$ cat src/design/dtw_pkg.sv
`timescale 1ns / 1ps
`default_nettype none
package dtw_pkg;
   localparam int MAX_LEN_DEF    = 64;
   localparam int MAX_DIMS_DEF   = 4;
   localparam int COMP_WIDTH_DEF = 16;
   localparam int COST_WIDTH_DEF = 48;

   localparam int CSR_IDX_W  = 8;
   localparam int CSR_DATA_W = 8;
   localparam int DIMS_W     = 3;

   localparam logic [CSR_IDX_W-1:0] CSR_DIMS_USED = 8'd0;
   localparam logic [CSR_IDX_W-1:0] CSR_NO_EDGES  = 8'd1;

   localparam logic OP_FIRST  = 1'b0;
   localparam logic OP_SECOND = 1'b1;
endpackage
`default_nettype wire

$ cat src/design/dtw_merge.sv
`timescale 1ns / 1ps
`default_nettype none
module dtw_merge
   import dtw_pkg::*;
#(
   parameter int MAX_DIMS   = MAX_DIMS_DEF,
   parameter int COMP_WIDTH = COMP_WIDTH_DEF,
   parameter int COST_WIDTH = COST_WIDTH_DEF
) (
   input  wire                      clock,
   input  wire  [2*COMP_WIDTH:0]    sq [MAX_DIMS],
   input  wire  [MAX_DIMS-1:0]      lane_en,
   output logic [COST_WIDTH-1:0]    cost_ff
);
   localparam int SQ_W  = 2 * COMP_WIDTH + 1;
   localparam int SUM_W = SQ_W + 2;
   localparam int CMP_W = (SUM_W > COST_WIDTH) ? SUM_W : COST_WIDTH;

   logic [SUM_W-1:0] sum;
   logic [CMP_W-1:0] sum_ext;
   logic [CMP_W-1:0] max_ext;

   always_comb begin
      sum = '0;
      for (int d = 0; d < MAX_DIMS; d++) begin
         if (lane_en[d]) begin
            sum = sum + SUM_W'(sq[d]);
         end
      end
      sum_ext = CMP_W'(sum);
      max_ext = CMP_W'({COST_WIDTH{1'b1}});
   end

   always_ff @(posedge clock) begin
      cost_ff <= (sum_ext > max_ext) ? {COST_WIDTH{1'b1}} : sum_ext[COST_WIDTH-1:0];
   end
endmodule
`default_nettype wire

$ cat config.mk
export PLATFORM = sky130hd
export DESIGN_NAME = dtw_merge
export DESIGN_NICKNAME = d
export VERILOG_FILES = /design/src/design/dtw_pkg.sv /design/src/design/dtw_merge.sv
export SDC_FILE = /design/constraint.sdc
export NUM_CORES = 1
export LEC_CHECK = 0
export BUFFER_PORTS_ARGS = -buffer_cell sky130_fd_sc_hd__buf_2
export CAP_MARGIN = 0
export CELL_PAD_IN_SITES_DETAIL_PLACEMENT = 0
export CELL_PAD_IN_SITES_GLOBAL_PLACEMENT = 2
export CORE_ASPECT_RATIO = 0.9
export CORE_MARGIN = 10
export CORE_UTILIZATION = 31
export DETAILED_ROUTE_END_ITERATION = 8
export GPL_TIMING_DRIVEN = 0
export HOLD_SLACK_MARGIN = 0.08
export PLACE_DENSITY_LB_ADDON = 0.1
export SLEW_MARGIN = 20
export SYNTH_ARGS = -nofsm -noshare
export SYNTH_HDL_FRONTEND = slang
export SYNTH_SLANG_ARGS = --single-unit
$ cat constraint.sdc
create_clock -name clock -period 10.8 [get_ports clock]
set_input_delay 2.16 -clock clock [delete_from_list [all_inputs] [get_ports clock]]
set_output_delay 2.16 -clock clock [all_outputs]
set_load 0.02 [all_outputs]
### After elaboration in Yosys (flattened, before gate mapping)

Index checks and enable logic that the tools add are counted.

* output and inout port bits: 48
* register bits: 48
* input port bits: 137

* order comparisons: 1
* muxes and demuxes: 4
* add/sub/neg operators: 3

Operator list (count)
* 35-bit by 33-bit adder with 35-bit output: 3
* 35-bit 2-to-1 mux: 3
* 35-bit by 48-bit > comparator with 1-bit output, second input constant: 1
* 33-bit 2-to-1 mux: 1

### Depth between registers and ports, before layout

Gate-level depths: netlist (run 1).

* depth in word-level cells: 8
* depth in mapped cells: 40
* gate-level depth less buffers: 35

### Worst setup path before layout (run 1)

No wires, ideal clock.

* kind: input -> register
* start point: in lane_en[0]
* end point: reg cost_ff[34]
* arrival: 9.158 ns
* required time: 10.683 ns
* path buffers: 5
* cell stages on the path: 38
* setup slack: 1.524 ns
* cells stage by stage: buf_6 buf_4 clkbuf_1 clkbuf_1 clkbuf_1 nand2_1 xnor2_1 ha_1 and3b_1 a31oi_1 o21a_1 o21ai_1 maj3_1 a32oi_1 xnor2_1 nand2_1 xnor2_1 ha_1 (+2 left out) a311oi_1 a211o_1 a2bb2oi_1 a21oi_1 xnor2_1 mux2_2 ha_1 and3_1 and2_1 a221o_1 a221oi_1 nand2_1 a41oi_1 nor4b_1 o21a_1 o21ai_0 mux2i_1 o21ai_1

* word-level cells in the longest chain between the ends: 8

RTL lines
* start, declared: line dtw_merge.sv:12 `input wire [MAX_DIMS-1:0] lane_en,`
* 33-bit 2-to-1 mux *: line dtw_merge.sv:26 `if (lane_en[d]) begin`
* 35-bit by 33-bit adder with 35-bit output: line dtw_merge.sv:27 `sum = sum + SUM_W'(sq[d]);`
* 35-bit 2-to-1 mux *: line dtw_merge.sv:26
* 35-bit by 33-bit adder with 35-bit output: line dtw_merge.sv:27
* 35-bit 2-to-1 mux *: line dtw_merge.sv:26
* 35-bit by 33-bit adder with 35-bit output: line dtw_merge.sv:27
* 35-bit 2-to-1 mux *: line dtw_merge.sv:26
* named net sum[34]: line dtw_merge.sv:19 `logic [SUM_W-1:0] sum;`
* 35-bit by 48-bit > comparator with 1-bit output: line dtw_merge.sv:35 `cost_ff <= (sum_ext > max_ext) ? {COST_WIDTH{1'b1}} : sum_ext[COST_WIDTH-1:0];`
* end signal, assigned: line dtw_merge.sv:35
* end, declared: line dtw_merge.sv:13 `output logic [COST_WIDTH-1:0] cost_ff`

The timed path passes the listed nets; every way through them passes the cells marked *.
A chain may end at the register's enable or synchronous reset.

### Final worst setup path (run 1)

Same ends and word-level chain as after synthesis.

==> results.json, run 1 <==
{
  "htreeDepth": 2,
  "via_per_inst": 5.23,
  "power_mw": 1.30,
  "area_delta_synth_final_pct": 18.8,
  "grt_pass1_vias": 7733,
  "layout-drive-gt1-share_pct": 21.8,
  "maxCapViolCount": 0,
  "drtIter0Drc": 426,
  "fin_crit_ns": 10.15,
  "crit_arrival_ns": 10.33,
  "cp_max_fo": 10,
  "die_x_um": 185,
  "top_regs": "cost_ff (35)",
  "yosysSeqAreaShare_pct": 9.18,
  "dieArea_um2": 31300,
  "first_pass_iters": 5,
  "antenna_left": 0,
  "critPathLaunchType": "input pin",
  "drc": 0,
  "num-nets-final": 1421,
  "worst_slack_ns": 0.650,
  "fillCellCount": 2691,
  "floorplan.initialDensity_pct": 31.5,
  "slew_headroom_pct": 42.7,
  "ys_warn_count": 0,
  "p_leak_nw": 4.44,
  "hold_path.class": "in -> reg",
  "grt_pass1_wl_um": 42300,
  "synth_ff_type": "dfxtp_1",
  "cp-end-kind": "flop",
  "status": "finished clean",
  "grt.overflow.total": 0,
  "largest_reg_flops": 35,
  "power_density_nw_per_um2": 144,
  "finalHoldViolCount": 0,
  "yosysUniqueCellTypes": 83,
  "synth-edff-count": 0,
  "criticalPathCategory": "in -> reg",
  "die_y_um": 169,
  "async_reset_ff_share_pct": 0,
  "port_buffers": 159,
  "finalSetupViolCount": 0,
  "cts_sinks": 35,
  "finalCritPeriodShare_pct": 94.0,
  "rsz0062_at_grt": "false",
  "wl_per_cell_um": 18.3,
  "hpwl_um": 23500,
  "gp_congestion": 0.847,
  "fmaxAchievable_mhz": 98.5,
  "layout_commonest_cell": "buf_2",
  "root_buffer": "clkbuf_16",
  "regArea_um2": 701,
  "multi_input_area_um2": 6590,
  "pre_cts_slack_ns": -0.786,
  "clkTransAtPathRegs_ns": 0.06,
  "synth_area_um2": 7630,
  "hold_slack_ns": 2.23,
  "antenna_cells": 0,
  "grt_use_total_pct": 16.9,
  "tightest_slew_ns": 0.859,
  "vias": 7816,
  "num_rows": 54,
  "core-area_um2": 24300,
  "crit_path_frequent_cell": "nand2_1",
  "cts_buffer_depth": 2,
  "crit_path_top_delay_cell": "ha_1",
  "ys_seq_elements": 35,
  "max_stage_delay_ns": 0.41,
  "grt_max_degree": 11,
  "drt_wl_total_um": 27400,
  "syn_area_per_cell_um2": 7.59,
  "antenna_found_initial": 0,
  "numCtsBuffers": 5,
  "finalSetupTns_ns": 0,
  "final_max_slew_viol_count": 0,
  "regMostFlops": "cost_ff",
  "cts_tree": "done",
  "synthCells": 1006,
  "layout_common_cells": "buf_2 (162), ha_1 (96), a21oi_1 (88), nand2_1 (87), xnor2_1 (56)",
  "ir_worst_vdd_mv": 0.0778,
  "boundaryPins": 185,
  "required_ns": 10.98,
  "postCtsHoldBufs": 0
}
[layout make-up]
class                      count  area share [%]
sequential                    35            7.72
clock inverter                 1          0.0552
clock buffer                   6            1.53
buffer                        54            3.14
tap                          308            4.25
inverter                      41            1.70
timing repair buffer         161            8.94
multi-input combinational    888            72.7
[power by group]
| part | internal, mW | switching (mW) | total [mW] |
|---|---|---|---|
| logic | 0.411 | 0.546 | 0.957 |
| clock network | 0.0901 | 0.0569 | 0.147 |
| registers | 0.187 | 0.0120 | 0.199 |
[cell families (layout without fill, tap and decap cells)]
logic type | after synthesis | count (layout) | share of synthesized area, %
AO/OA/AOI/OAI | 341 | 341 | 30.5
XOR/XNOR | 98 | 98 | 11.2
adder cells (fa/ha/maj) | 102 | 102 | 16.8
buffers and inverters | 95 | 263 | 5.62
flip-flops | 35 | 35 | 9.18
multiplexers | 55 | 55 | 7.98
other | 1 | 13 | 0.0491
AND/OR/NAND/NOR | 279 | 279 | 18.6
[metal layers]
layer	share of wire (%)	up-vias	track usage, %
met3	5.2	11	3.06
met2	45	174	27.6
met5	0	-	0
met1	49	3561	23.1
met4	0.58	0	1.66
li1	-	4070	-
[synthesized netlist by cell type (15+ instances only)]
master / count / area [µm²]
ha_1: 96 / 1200
a21oi_1: 88 / 440
nand2_1: 87 / 327
xnor2_1: 57 / 499
a21o_1: 50 / 375
nor2_1: 50 / 188
mux2_2: 43 / 484
o21ai_0: 43 / 215
xor2_1: 41 / 359
inv_1: 40 / 150
dfxtp_1: 35 / 701
clkbuf_1: 29 / 109
and2_1: 24 / 150
o21a_1: 23 / 173
and3_1: 21 / 131
nand3_1: 18 / 90.1
nand2b_1: 15 / 93.8
[critical path: cells and delay by family]
| family | cells | cell delay (ns) |
|---|---|---|
| buffers and inverters | 6 | 1.20 |
| muxes | 2 | 0.53 |
| xor gates and xnor gates | 4 | 0.69 |
| adders and majority gates | 3 | 1.01 |
| and+or+nand+nor | 9 | 1.30 |
| AOI/OAI and AO/OA | 15 | 3.40 |
[final timing paths]
| path | startpoint | end | slack, ns | depth (start not counted) |
|---|---|---|---|---|
| hold / removal | sq[0] | cost_ff[0] | 2.23 | 3 |
| setup / recovery | lane_en[0] | cost_ff[34] | 0.65 | 39 |
[metrics by stage]
step / util [%] / std cells / area, µm²
floorplan: - / 1018 / 7680
global placement: 36.5 / 1485 / 8860
detailed placement: 36.5 / 1485 / 8860
CTS: 37.2 / 1492 / 9010
global route: 37.4 / 1494 / 9070
finish: 37.4 / 1494 / 9070
[repair_timing]
action                                  in CTS  in global routing
pin swaps                                    0                  1
setup buffers                                0                  2
endpoints found under the setup margin      10                 10
resized for setup                            4                 14
(Power assumes the default switching activity.)
==> inputs of run 2 (changes only) <==
--- a/config.mk
+++ b/config.mk
@@ -13,9 +13,11 @@
 export CORE_MARGIN = 10
 export CORE_UTILIZATION = 31
 export DETAILED_ROUTE_END_ITERATION = 8
+export GPL_ROUTABILITY_DRIVEN = 0
 export GPL_TIMING_DRIVEN = 0
 export HOLD_SLACK_MARGIN = 0.08
-export PLACE_DENSITY_LB_ADDON = 0.1
+export PLACE_DENSITY_LB_ADDON = 0.08
+export REMOVE_ABC_BUFFERS = 1
 export SLEW_MARGIN = 20
 export SYNTH_ARGS = -nofsm -noshare
 export SYNTH_HDL_FRONTEND = slang
==> results.json, run 2 (synthesis results as in run 1) <==
{
  "internal_power_uw": 680,
  "maxCapViolCount": 0,
  "power_frac_comb_pct": 73.0,
  "drt_wl_total_um": 25900,
  "layout-drive-gt1-share_pct": 20.9,
  "floorplan.initialDensity_pct": 31.5,
  "clkTransAtPathRegs_ns": 0.06,
  "rsz0062_at_grt": "false",
  "clkPwrFrac_pct": 11.3,
  "drtIter0Drc": 378,
  "antenna_found_initial": 3,
  "area_delta_synth_final_pct": 15.3,
  "grt_pass1_vias": 7658,
  "grt_use_total_pct": 15.9,
  "hold_path.class": "in -> reg",
  "finalSetupViolCount": 0,
  "tightest_slew_ns": 0.945,
  "fin_area_um2": 8800,
  "regMostFlops": "cost_ff",
  "grt_max_degree": 60,
  "dieArea_um2": 31300,
  "largest_reg_flops": 35,
  "via_per_inst": 5.23,
  "layout_commonest_cell": "buf_2",
  "finalCritPeriodShare_pct": 92.9,
  "cp_max_fo": 59,
  "p_seq_share_pct": 15.6,
  "drc": 0,
  "layout_common_cells": "buf_2 (170), ha_1 (96), a21oi_1 (88), nand2_1 (87), xnor2_1 (57)",
  "required_ns": 10.92,
  "die_x_um": 185,
  "hpwl_um": 21600,
  "max_stage_delay_ns": 0.61,
  "p_switching_uw": 608,
  "cp-end-kind": "flop",
  "postCtsHoldBufs": 0,
  "ir_worst_vdd_mv": 0.110,
  "grt_pass1_wl_um": 40400,
  "top_regs": "cost_ff (35)",
  "criticalPathCategory": "in -> reg",
  "port_buffers": 171,
  "crit_path_top_delay_cell": "o31ai_1",
  "crit_arrival_ns": 10.15,
  "vias": 7601,
  "die_y_um": 169,
  "num_rows": 54,
  "finalHoldViolCount": 0,
  "final_max_slew_viol_count": 0,
  "cts_sinks": 35,
  "critPathLaunchType": "input pin",
  "first_pass_iters": 5,
  "slew_headroom_pct": 37.0,
  "cts_buffer_depth": 2,
  "place_area_um2": 8640,
  "root_buffer": "clkbuf_16",
  "core-area_um2": 24300,
  "fmaxAchievable_mhz": 99.7,
  "finalSetupTns_ns": 0,
  "power_density_nw_per_um2": 146,
  "fin_crit_ns": 10.03,
  "postLayoutCoreUtil_pct": 36.3,
  "htreeDepth": 2,
  "p_leak_nw": 4.30,
  "status": "finished clean",
  "antenna_left": 0,
  "crit_path_frequent_cell": "ha_1",
  "numCtsBuffers": 5,
  "swShare_pct": 47.2,
  "grt.overflow.total": 0,
  "num-nets-final": 1377,
  "cts_tree": "done",
  "post_cts_buffers": 0,
  "boundaryPins": 185,
  "wl_per_cell_um": 17.8
}
-- run 2: changes by cell type in the layout (fill, tap and decap cells not counted), moves of 2 or more --
cell | before | now
buf_1 | 5 | 0
diode_2 | 0 | 2
buf_2 | 162 | 170
clkbuf_1 | 25 | 0
o31ai_2 | 3 | 0
o31ai_1 | 8 | 11
clkbuf_2 | 3 | 0
buf_6 | 2 | 0
buf_4 | 17 | 0
-- run 2: final timing paths --
kind,start,slack (ns),cells after the start,endpoint
setup / recovery,lane_en[0],0.77,34,cost_ff[31]
hold / removal,sq[0],2.23,3,cost_ff[0]
-- run 2: what timing repair did --
| action | 4_1_cts | 5_1_grt |
|---|---|---|
| hold endpoints to repair | 0 | 0 |
| setup endpoints to repair | 0 | 4 |
| resized for setup | 0 | 2 |
-- run 2: final cells by class --
class                           count  area [µm²]
Antenna cell                        2        5.00
Clock buffer                        6         139
Clock inverter                      1        5.00
Fill cell                        2640       15500
Inverter                           41         154
Multi-Input combinational cell    888        6550
Sequential cell                    35         701
Tap cell                          308         385
Timing Repair Buffer              171         858
-- run 2: worst max-delay path: cells and delay by family --
family | cells | cell delay (ns)
mux | 1 | 0.17
fa+ha+maj | 5 | 1.58
buf+inv | 3 | 0.56
compound gates | 17 | 4.14
xor+xnor | 3 | 0.78
simple gates | 5 | 0.74
-- run 2: power groups by stage --
stage	clock network (mW)	logic, mW	registers [mW]
3_3_place_gp	0	0.950	0.202
5_1_grt	0.156	1.05	0.208
3_5_place_dp	0	0.940	0.203
4_1_cts	0.152	0.947	0.203
6_report	0.146	0.940	0.201
2_1_floorplan	0	0.608	0.279
-- run 2: per-layer routing --
layer | share of wire (%) | global-route usage [%]
met3 | 5.2 | 2.55
met5 | 0.050 | 0
met2 | 42 | 24.1
met1 | 51 | 23.0
met4 | 1.2 | 3.14
-- run 2: per-stage QoR --
step	cells	hold WS (ns)	worst slack, ns	power, mW
after floorplan	964	2.25	2.42	0.887
after global placement	1443	2.51	0.174	1.15
after detailed placement	1443	2.52	0.273	1.14
after CTS	1450	2.23	0.534	1.30
after global routing	1450	2.26	0.0357	1.41
final	1452	2.23	0.768	1.29
