==> src/design/dtw_pkg.sv <==
`timescale 1ns / 1ps
`default_nettype none
package dtw_pkg;
   localparam int MAX_LEN_DEF    = 64;
   localparam int MAX_DIMS_DEF   = 4;
   localparam int COMP_WIDTH_DEF = 16;
   localparam int COST_WIDTH_DEF = 48;

   localparam int CSR_IDX_W  = 8;
   localparam int CSR_DATA_W = 8;
   localparam int DIMS_W     = 3;

   localparam logic [CSR_IDX_W-1:0] CSR_DIMS_USED = 8'd0;
   localparam logic [CSR_IDX_W-1:0] CSR_NO_EDGES  = 8'd1;

   localparam logic OP_FIRST  = 1'b0;
   localparam logic OP_SECOND = 1'b1;
endpackage
`default_nettype wire

==> src/design/dtw_lane.sv <==
`timescale 1ns / 1ps
`default_nettype none
module dtw_lane
   import dtw_pkg::*;
#(
   parameter int COMP_WIDTH = COMP_WIDTH_DEF
) (
   input  wire                            clock,
   input  wire  signed [COMP_WIDTH-1:0]   a,
   input  wire  signed [COMP_WIDTH-1:0]   b,
   output logic        [2*COMP_WIDTH:0]   sq_ff
);
   localparam int DW = COMP_WIDTH + 1;

   logic signed [DW-1:0]         diff;
   logic        [DW-1:0]         mag;
   logic        [2*DW-1:0]       prod;

   always_comb begin
      diff = DW'(a) - DW'(b);
      mag  = diff[DW-1] ? DW'(-diff) : DW'(diff);
      prod = {{DW{1'b0}}, mag} * {{DW{1'b0}}, mag};
   end

   always_ff @(posedge clock) begin
      sq_ff <= prod[2*COMP_WIDTH:0];
   end
endmodule
`default_nettype wire

==> config.mk <==
export PLATFORM = sky130hd
export DESIGN_NAME = dtw_lane
export DESIGN_NICKNAME = d
export VERILOG_FILES = /design/src/design/dtw_pkg.sv /design/src/design/dtw_lane.sv
export SDC_FILE = /design/constraint.sdc
export NUM_CORES = 1
export LEC_CHECK = 0
export BUFFER_PORTS_ARGS = -buffer_cell sky130_fd_sc_hd__buf_2
export CAP_MARGIN = 20
export CORE_ASPECT_RATIO = 1.2
export CORE_MARGIN = 2
export CORE_UTILIZATION = 45
export DETAILED_ROUTE_END_ITERATION = 12
export SLEW_MARGIN = 25
export SYNTH_ARGS = -nofsm -noshare
export SYNTH_HDL_FRONTEND = slang
export SYNTH_SLANG_ARGS = --single-unit
==> constraint.sdc <==
create_clock -name clock -period 11.95 [get_ports clock]
set_input_delay 1.195 -clock clock [delete_from_list [all_inputs] [get_ports clock]]
set_output_delay 1.195 -clock clock [all_outputs]
set_load 0.1 [all_outputs]
# Word-level counts from Yosys, hierarchy flattened
# Index checks and enable logic that the tools add are counted.
dict set report totals {
  regBits 33
  latchBits 0
  mem_bits_rw 0
  romBits 0
  in_bits 33
  out_inout_bits 33
  mem_count 0
}
dict set report op_classes {
  add_sub_neg 2
  mul 1
  div_mod_pow 0
  magnitude_cmp 0
  n_eq_ne 0
  shift 0
  n_mux 1
  bitwise_logic 0
  reduce_logical 0
}
# operator count
set ops {}
lappend ops {{$mul A17 B17 Y33} 1}
lappend ops {{$mux W17} 1}
lappend ops {{$neg A17 Y17} 1}
lappend ops {{$sub A16 B16 Y17} 1}

# Longest topological paths before layout
# Gate-level depths: netlist of run 1.
dict set report depth {
  depth_word 4
  depth_mapped 36
}

# Least setup slack after synthesis of run 1
# OpenSTA, ideal clock, no wires.
dict set report synth_path {
  path_type {input to register}
  from {input port a[0]}
  to {register sq_ff[32]}
  setup_time_ns 0.120
  arrival_time_ns 8.618
  path_slack_ns 3.211
  cell_stages 33
  path_buffers 1
  path_cell_list {inv_1 -> ha_1 -> fa_1 -> nand2b_1 -> a21o_1 -> a21boi_0 -> a211oi_1 -> nor4b_1 -> inv_1 -> o21ai_0 -> xor2_1 -> buf_2 -> nor2_1 -> fa_1 -> inv_1 -> fa_1 -> fa_1 -> inv_1 -> fa_1 -> fa_1 -> inv_1 -> fa_1 -> inv_1 -> ha_1 -> nand2_1 -> nor2_1 -> o2111a_1 -> a211oi_1 -> o31ai_1 -> a21oi_1 -> o31ai_1 -> a21oi_1 -> xnor2_1}
}
dict set report synth_via {
  elab_chain_len 4
}
# item line_no
set synth_rtl {}
lappend synth_rtl {{start: declaration} dtw_lane.sv:9} ;# input wire signed [COMP_WIDTH-1:0] a,
lappend synth_rtl {{$sub A16 B16 Y17 (*)} dtw_lane.sv:20} ;# diff = DW'(a) - DW'(b);
lappend synth_rtl {{$neg A17 Y17} dtw_lane.sv:21} ;# mag = diff[DW-1] ? DW'(-diff) : DW'(diff);
lappend synth_rtl {{$mux W17 (*)} dtw_lane.sv:21}
lappend synth_rtl {{$mul A17 B17 Y33 (*)} dtw_lane.sv:22} ;# prod = {{DW{1'b0}}, mag} * {{DW{1'b0}}, mag};
lappend synth_rtl {{via prod[32]} dtw_lane.sv:17} ;# logic [2*DW-1:0] prod;
lappend synth_rtl {{end signal: assignment} dtw_lane.sv:26} ;# sq_ff <= prod[2*COMP_WIDTH:0];
lappend synth_rtl {{end: declaration} dtw_lane.sv:11} ;# output logic [2*COMP_WIDTH:0] sq_ff
# The timed path passes the listed nets; every way through them passes the cells marked *.

# Worst setup path after layout of run 1
dict set report layout_path {
  from {input port b[10]}
  to {register sq_ff[31]}
}
dict set report layout_via {
  elab_chain_len 4
}
# item line_no
set layout_rtl {}
lappend layout_rtl {{start: declaration} dtw_lane.sv:10} ;# input wire signed [COMP_WIDTH-1:0] b,
lappend layout_rtl {{$sub A16 B16 Y17 (*)} dtw_lane.sv:20}
lappend layout_rtl {{$neg A17 Y17} dtw_lane.sv:21}
lappend layout_rtl {{$mux W17 (*)} dtw_lane.sv:21}
lappend layout_rtl {{$mul A17 B17 Y33 (*)} dtw_lane.sv:22}
lappend layout_rtl {{via prod[31]} dtw_lane.sv:17}
# Marks and branches as above.

==> results of run 1 <==
[final cells by class]
| class | instances | area (µm²) |
|---|---|---|
| Clock buffer | 6 | 129 |
| Inverter | 290 | 1090 |
| Sequential cell | 32 | 641 |
| Tap cell | 274 | 343 |
| Timing Repair Buffer | 70 | 365 |
| Multi-Input combinational cell | 788 | 8160 |
| Fill cell | 2154 | 11000 |
| Clock inverter | 1 | 5.00 |
[synthesized netlist by cell type (all sizes together) (3+ instances only)]
| cell type | n |
|---|---|
| a211o | 5 |
| a211oi | 12 |
| a21o | 24 |
| a21oi | 46 |
| a31oi | 7 |
| and2 | 8 |
| and3 | 9 |
| buf | 16 |
| clkbuf | 10 |
| dfxtp | 32 |
| fa | 192 |
| ha | 119 |
| inv | 290 |
| nand2 | 85 |
| nand2b | 21 |
| nand3 | 6 |
| nor2 | 87 |
| nor2b | 4 |
| nor3 | 7 |
| nor4 | 3 |
| nor4b | 3 |
| o21a | 7 |
| o21ai | 25 |
| o221ai | 3 |
| o31ai | 5 |
| or2 | 5 |
| or3 | 6 |
| xnor2 | 37 |
| xor2 | 22 |
[worst min-delay path: cells and delay by family]
family,cells,cell delay (ps)
simple gates,1,70
compound gates,1,460
fa+ha+maj,1,220
buf+inv,1,110
[layout by cell type, fill, tap and decap left out, drive strengths merged, types with 4 or more instances in the layout]
| cell type | n |
|---|---|
| or3 | 6 |
| ha | 119 |
| or2 | 5 |
| nor3 | 7 |
| nand2 | 85 |
| a211o | 5 |
| nor2 | 87 |
| nor2b | 4 |
| o21ai | 25 |
| dfxtp | 32 |
| o21a | 7 |
| xor2 | 22 |
| xnor2 | 37 |
| a31oi | 7 |
| conb | 13 |
| and3 | 9 |
| inv | 290 |
| nand3 | 6 |
| and2 | 8 |
| a21oi | 46 |
| a21o | 24 |
| o31ai | 5 |
| buf | 70 |
| nand2b | 21 |
| a211oi | 12 |
| fa | 192 |
| clkbuf | 6 |
[stage by stage]
step / hold slack (ps) / worst slack [ps] / std cells / utilization, % / instance area (µm²)
4_1_cts: 1820 / 1800 / 1461 / 49.4 / 10700
6_report: 1820 / 1850 / 1461 / 49.4 / 10700
3_3_place_gp: 1740 / 1700 / 1454 / 48.8 / 10600
2_1_floorplan: 1800 / 3210 / 1136 / - / 10000
5_1_grt: 1860 / 1140 / 1461 / 49.4 / 10700
3_5_place_dp: 1740 / 1520 / 1454 / 48.8 / 10600
[cell families after synthesis]
group | after synthesis | share of synthesized area, %
other | 2 | 0.0753
adder cells (fa/ha/maj) | 311 | 53.5
AND/OR/NAND/NOR | 252 | 11.8
AO/OA/AOI/OAI | 150 | 10.3
XOR/XNOR | 59 | 5.48
flip-flops | 32 | 6.42
multiplexers | 3 | 0.314
buffers and inverters | 316 | 12.2
[how the worst max path moves through the flow]
stage / start / end / slack (ps) / depth (start not counted)
final: b[10] / sq_ff[31] / 1850 / 30
after global routing: b[10] / sq_ff[32] / 1140 / 32
after floorplan: a[0] / sq_ff[32] / 3210 / 33
after CTS: b[10] / sq_ff[31] / 1800 / 30
after detailed placement: b[10] / sq_ff[31] / 1520 / 30
after global placement: a[0] / sq_ff[31] / 1700 / 30
[layer usage]
layer / vias up / share of wire [%] / wire, µm
met5: - / 0 / 0
met4: 0 / 2.5 / 535
met3: 28 / 2.4 / 516
met2: 102 / 52 / 11200
met1: 3621 / 43 / 9420
li1: 3571 / - / -
==> results.sh, run 1 <==
export IMPL_crit_buf_inv=7
export IMPL_drc=0
export IMPL_ys_seq_area_share_pct=6.42
export IMPL_setup_viol=0
export IMPL_met2_usage_pct=36.0
export IMPL_slowest_delay_ps=710
export IMPL_cts_sinks=32
export IMPL_crit_type="in -> reg"
export IMPL_maxClockFrequency_ghz=0.0991
export IMPL_crit_arrival_ps=10320
export IMPL_gp_congestion=0.851
export IMPL_die_area_mm2=0.0234
export IMPL_use_met3_pct=2.06
export IMPL_numCtsBuffers=5
export IMPL_slew_viol_final=0
export IMPL_critPathSlowestCell="xor2_1"
export IMPL_fp_coreArea_mm2=0.0217
export IMPL_viasPerCell=5.01
export IMPL_status="completed"
export IMPL_grt_ovfl_total=0
export IMPL_post_cts_resized=0
export IMPL_rsz0062_at_grt="no"
export IMPL_synthArstFlopShare_pct=0
export IMPL_finalHoldViolations=0
export IMPL_grtUsageTotal_pct=19.9
export IMPL_dr_pass1_iters=5
export IMPL_placementRows=59
export IMPL_cts_path_max_buffers=2
export IMPL_synth_area_leaders="fa_1 (39%), ha_1 (15%), inv_1 (11%)"
export IMPL_wl_per_cell_um=14.8
export IMPL_diodes=0
export IMPL_vias=7322
export IMPL_start_util_pct=46.0
export IMPL_place_hpwl_um=18800
export IMPL_holdPathEnd="sq_ff[2]"
export IMPL_grt_pass1_vias=7742
export IMPL_reg_top3="sq_ff x32"
export IMPL_synth_cells=1125
export IMPL_die_w_um=140
export IMPL_cts_tree="yes"
export IMPL_finalNetCount=1531
export IMPL_post_cts_buffers=0
export IMPL_ant_nets=0
export IMPL_setup_worst_path_end_class="flip-flop"
export IMPL_die_h_um=167
export IMPL_avgSynthCellArea_um2=8.87
export IMPL_largest_reg_flops=32
export IMPL_antenna_found_initial=0
export IMPL_grt_pass1_wl_um=37500
export IMPL_grtUsageMet1_pct=25.3
export IMPL_fin_tns_setup_ps=0
export IMPL_holdCritPathClass="in -> reg"
export IMPL_cts_root_buf="clkbuf_16"
export IMPL_ys_flop_type="dfxtp_1"
export IMPL_worstMarginPinSlew_ps=869
export IMPL_drive_above_1_share_pct=8.59
export IMPL_grt_max_degree=22
export IMPL_top_usage_layer="met2"
export IMPL_synth_top_area_share_pct=38.5
export IMPL_hold_depth=4
export IMPL_regMostFlops="sq_ff"
export IMPL_initialDrtViolationCount=228
export IMPL_post_route_period_util_pct=84.5
export IMPL_routed_wirelength_um=21700
export IMPL_synth_cell_types=62
export IMPL_io_pins=66
export IMPL_crit_family="adder cells"
export IMPL_cts_hold_buffers=0
export IMPL_areaGrowthSynthToFinish_pct=7.58
export IMPL_htreeDepth=2
export IMPL_yosysTopAreaCell="fa_1"
export IMPL_port_buffers=64
export IMPL_maxSlewHeadroom_pct=41.8
export IMPL_path_max_fanout=12
export IMPL_layout_min_cycle_time_ps=10100
export IMPL_synth_edf_count=0
export IMPL_ys_ff_latch=32
export IMPL_path_clk_slew_ps=70
export IMPL_yosys_warnings=0
export IMPL_startpoint_type="primary input"
export IMPL_hp_start="b[1]"
export IMPL_maxCapViolCount=0
export IMPL_synth_cell_area_mm2=0.00998
export IMPL_worstPathRequired_ps=12170
Power of run 1 is not shown: default switching activity piles up to over one toggle a cycle in this logic, so the estimate is an artifact.
==> run 2, diff against run 1 <==
clock period = 9.3 ns   (was 11.95 ns; I/O delays follow)
==> run 2 against run 1 <==
  * Flip-flop and latch count is the same
  * Critical path depth grew 6
  * Cell count grew 4.0%
  * Core utilization grew 2.2 points
  * First-iteration DRC count shrank 4.4%
  * Global-route usage grew 0.34 points
  * Worst setup slack lost 1300 ps
  * Final area grew 4.5%
  * Die area is the same
  * Routed wire length grew 0.72%
  * Sequential share of layout area shrank 0.25 points
  * Critical path type unchanged
  * Largest cell class unchanged
==> results.sh, run 2 (synthesized netlist as in run 1, its figures left out) <==
export IMPL_crit_arrival_ps=8920
export IMPL_die_h_um=167
export IMPL_grt_max_degree=22
export IMPL_ant_nets=0
export IMPL_setup_viol=0
export IMPL_cts_tree="yes"
export IMPL_drc=0
export IMPL_gp_congestion=0.849
export IMPL_crit_type="in -> reg"
export IMPL_path_max_fanout=10
export IMPL_dp_cells=1512
export IMPL_grt_pass1_vias=8266
export IMPL_place_hpwl_um=19200
export IMPL_viasPerCell=4.92
export IMPL_worstPathRequired_ps=9480
export IMPL_finalHoldViolations=0
export IMPL_antenna_found_initial=0
export IMPL_mostFrequentLayoutCell="inv_1"
export IMPL_holdCritPathClass="in -> reg"
export IMPL_setup_worst_path_end_class="flip-flop"
export IMPL_critPathSlowestCell="fa_1"
export IMPL_seq_area_um2=641
export IMPL_initialDrtViolationCount=218
export IMPL_finalNetCount=1589
export IMPL_cts_hold_buffers=0
export IMPL_routed_wirelength_um=21800
export IMPL_die_w_um=140
export IMPL_timing_hold_ws_ps=1370
export IMPL_wl_per_cell_um=14.4
export IMPL_start_util_pct=46.0
export IMPL_diodes=0
export IMPL_met3_length_um=451
export IMPL_final_core_util_pct=51.6
export IMPL_maxSlewHeadroom_pct=49.4
export IMPL_dr_wl_met2_um=11300
export IMPL_grt_ovfl_total=0
export IMPL_fillCellCount=2116
export IMPL_areaGrowthSynthToFinish_pct=12.4
export IMPL_grtUsageTotal_pct=20.3
export IMPL_layout_min_cycle_time_ps=8740
export IMPL_die_area_mm2=0.0234
export IMPL_maxClockFrequency_ghz=0.114
export IMPL_regMostFlops="sq_ff"
export IMPL_worstMarginPinSlew_ps=754
export IMPL_rsz0062_at_grt="no"
export IMPL_maxCapViolCount=0
export IMPL_top_layer="met4"
export IMPL_io_pins=66
export IMPL_placementRows=59
export IMPL_wirelength_met1_um=9210
export IMPL_instances_no_fill=1519
export IMPL_cts_root_buf="clkbuf_16"
export IMPL_cts_sinks=32
export IMPL_cts_path_max_buffers=2
export IMPL_layout_common_cells="inv_1 (285), fa_1 (192), ha_1 (119)"
export IMPL_vias=7473
export IMPL_port_buffers=64
export IMPL_drive_above_1_share_pct=13.3
export IMPL_fp_coreArea_mm2=0.0217
export IMPL_dr_pass1_iters=4
export IMPL_slowest_delay_ps=540
export IMPL_htreeDepth=2
export IMPL_path_clk_slew_ps=70
export IMPL_post_route_period_util_pct=93.9
export IMPL_slew_viol_final=0
export IMPL_reg_top3="sq_ff x32"
export IMPL_largest_reg_flops=32
export IMPL_grt_pass1_wl_um=38500
export IMPL_startpoint_type="primary input"
export IMPL_multi_input_area_mm2=0.00818
export IMPL_status="completed"
export IMPL_fin_tns_setup_ps=0
export IMPL_numCtsBuffers=5
==> run 2: repair_timing <==
| item | 4_1_cts | 5_1_grt |
|---|---|---|
| setup endpoints to repair | 0 | 9 |
| setup buffers | 0 | 0 |
| resized for setup | 0 | 6 |
==> run 2: through the flow <==
step,instance area [µm²],setup WS (ps)
finish,11200,564
global route,11200,21.9
CTS,11200,320
detailed placement,11100,1.50
global placement,11100,154
floorplan,10000,826
==> run 2: worst paths after layout <==
kind                  from        end  slack [ps]  cells after the start
worst max-delay path  a[0]  sq_ff[32]         560                     36
worst min-delay path  b[1]   sq_ff[2]        1370                      5
==> run 2: worst max-delay path: cells and delay by family <==
kind            cells  cell delay (ps)
fa+ha+maj           9             3910
compound gates      9             1710
simple gates        6             1080
buf+inv            10              970
xor+xnor            2              300
==> run 2: metal layers <==
layer	up-vias	track usage, %
met4	0	7.65
met3	41	1.94
li1	3684	-
met1	3652	24.5
met2	96	37.2
met5	-	0
==> run 2: final cells by class <==
class / count / area share [%]
Sequential cell: 32 / 5.71
Clock inverter: 1 / 0.0446
Multi-Input combinational cell: 788 / 73.0
Timing Repair Buffer: 128 / 7.37
Clock buffer: 6 / 1.15
Tap cell: 274 / 3.06
Inverter: 290 / 9.71
Power of run 2 is left out for the same reason.
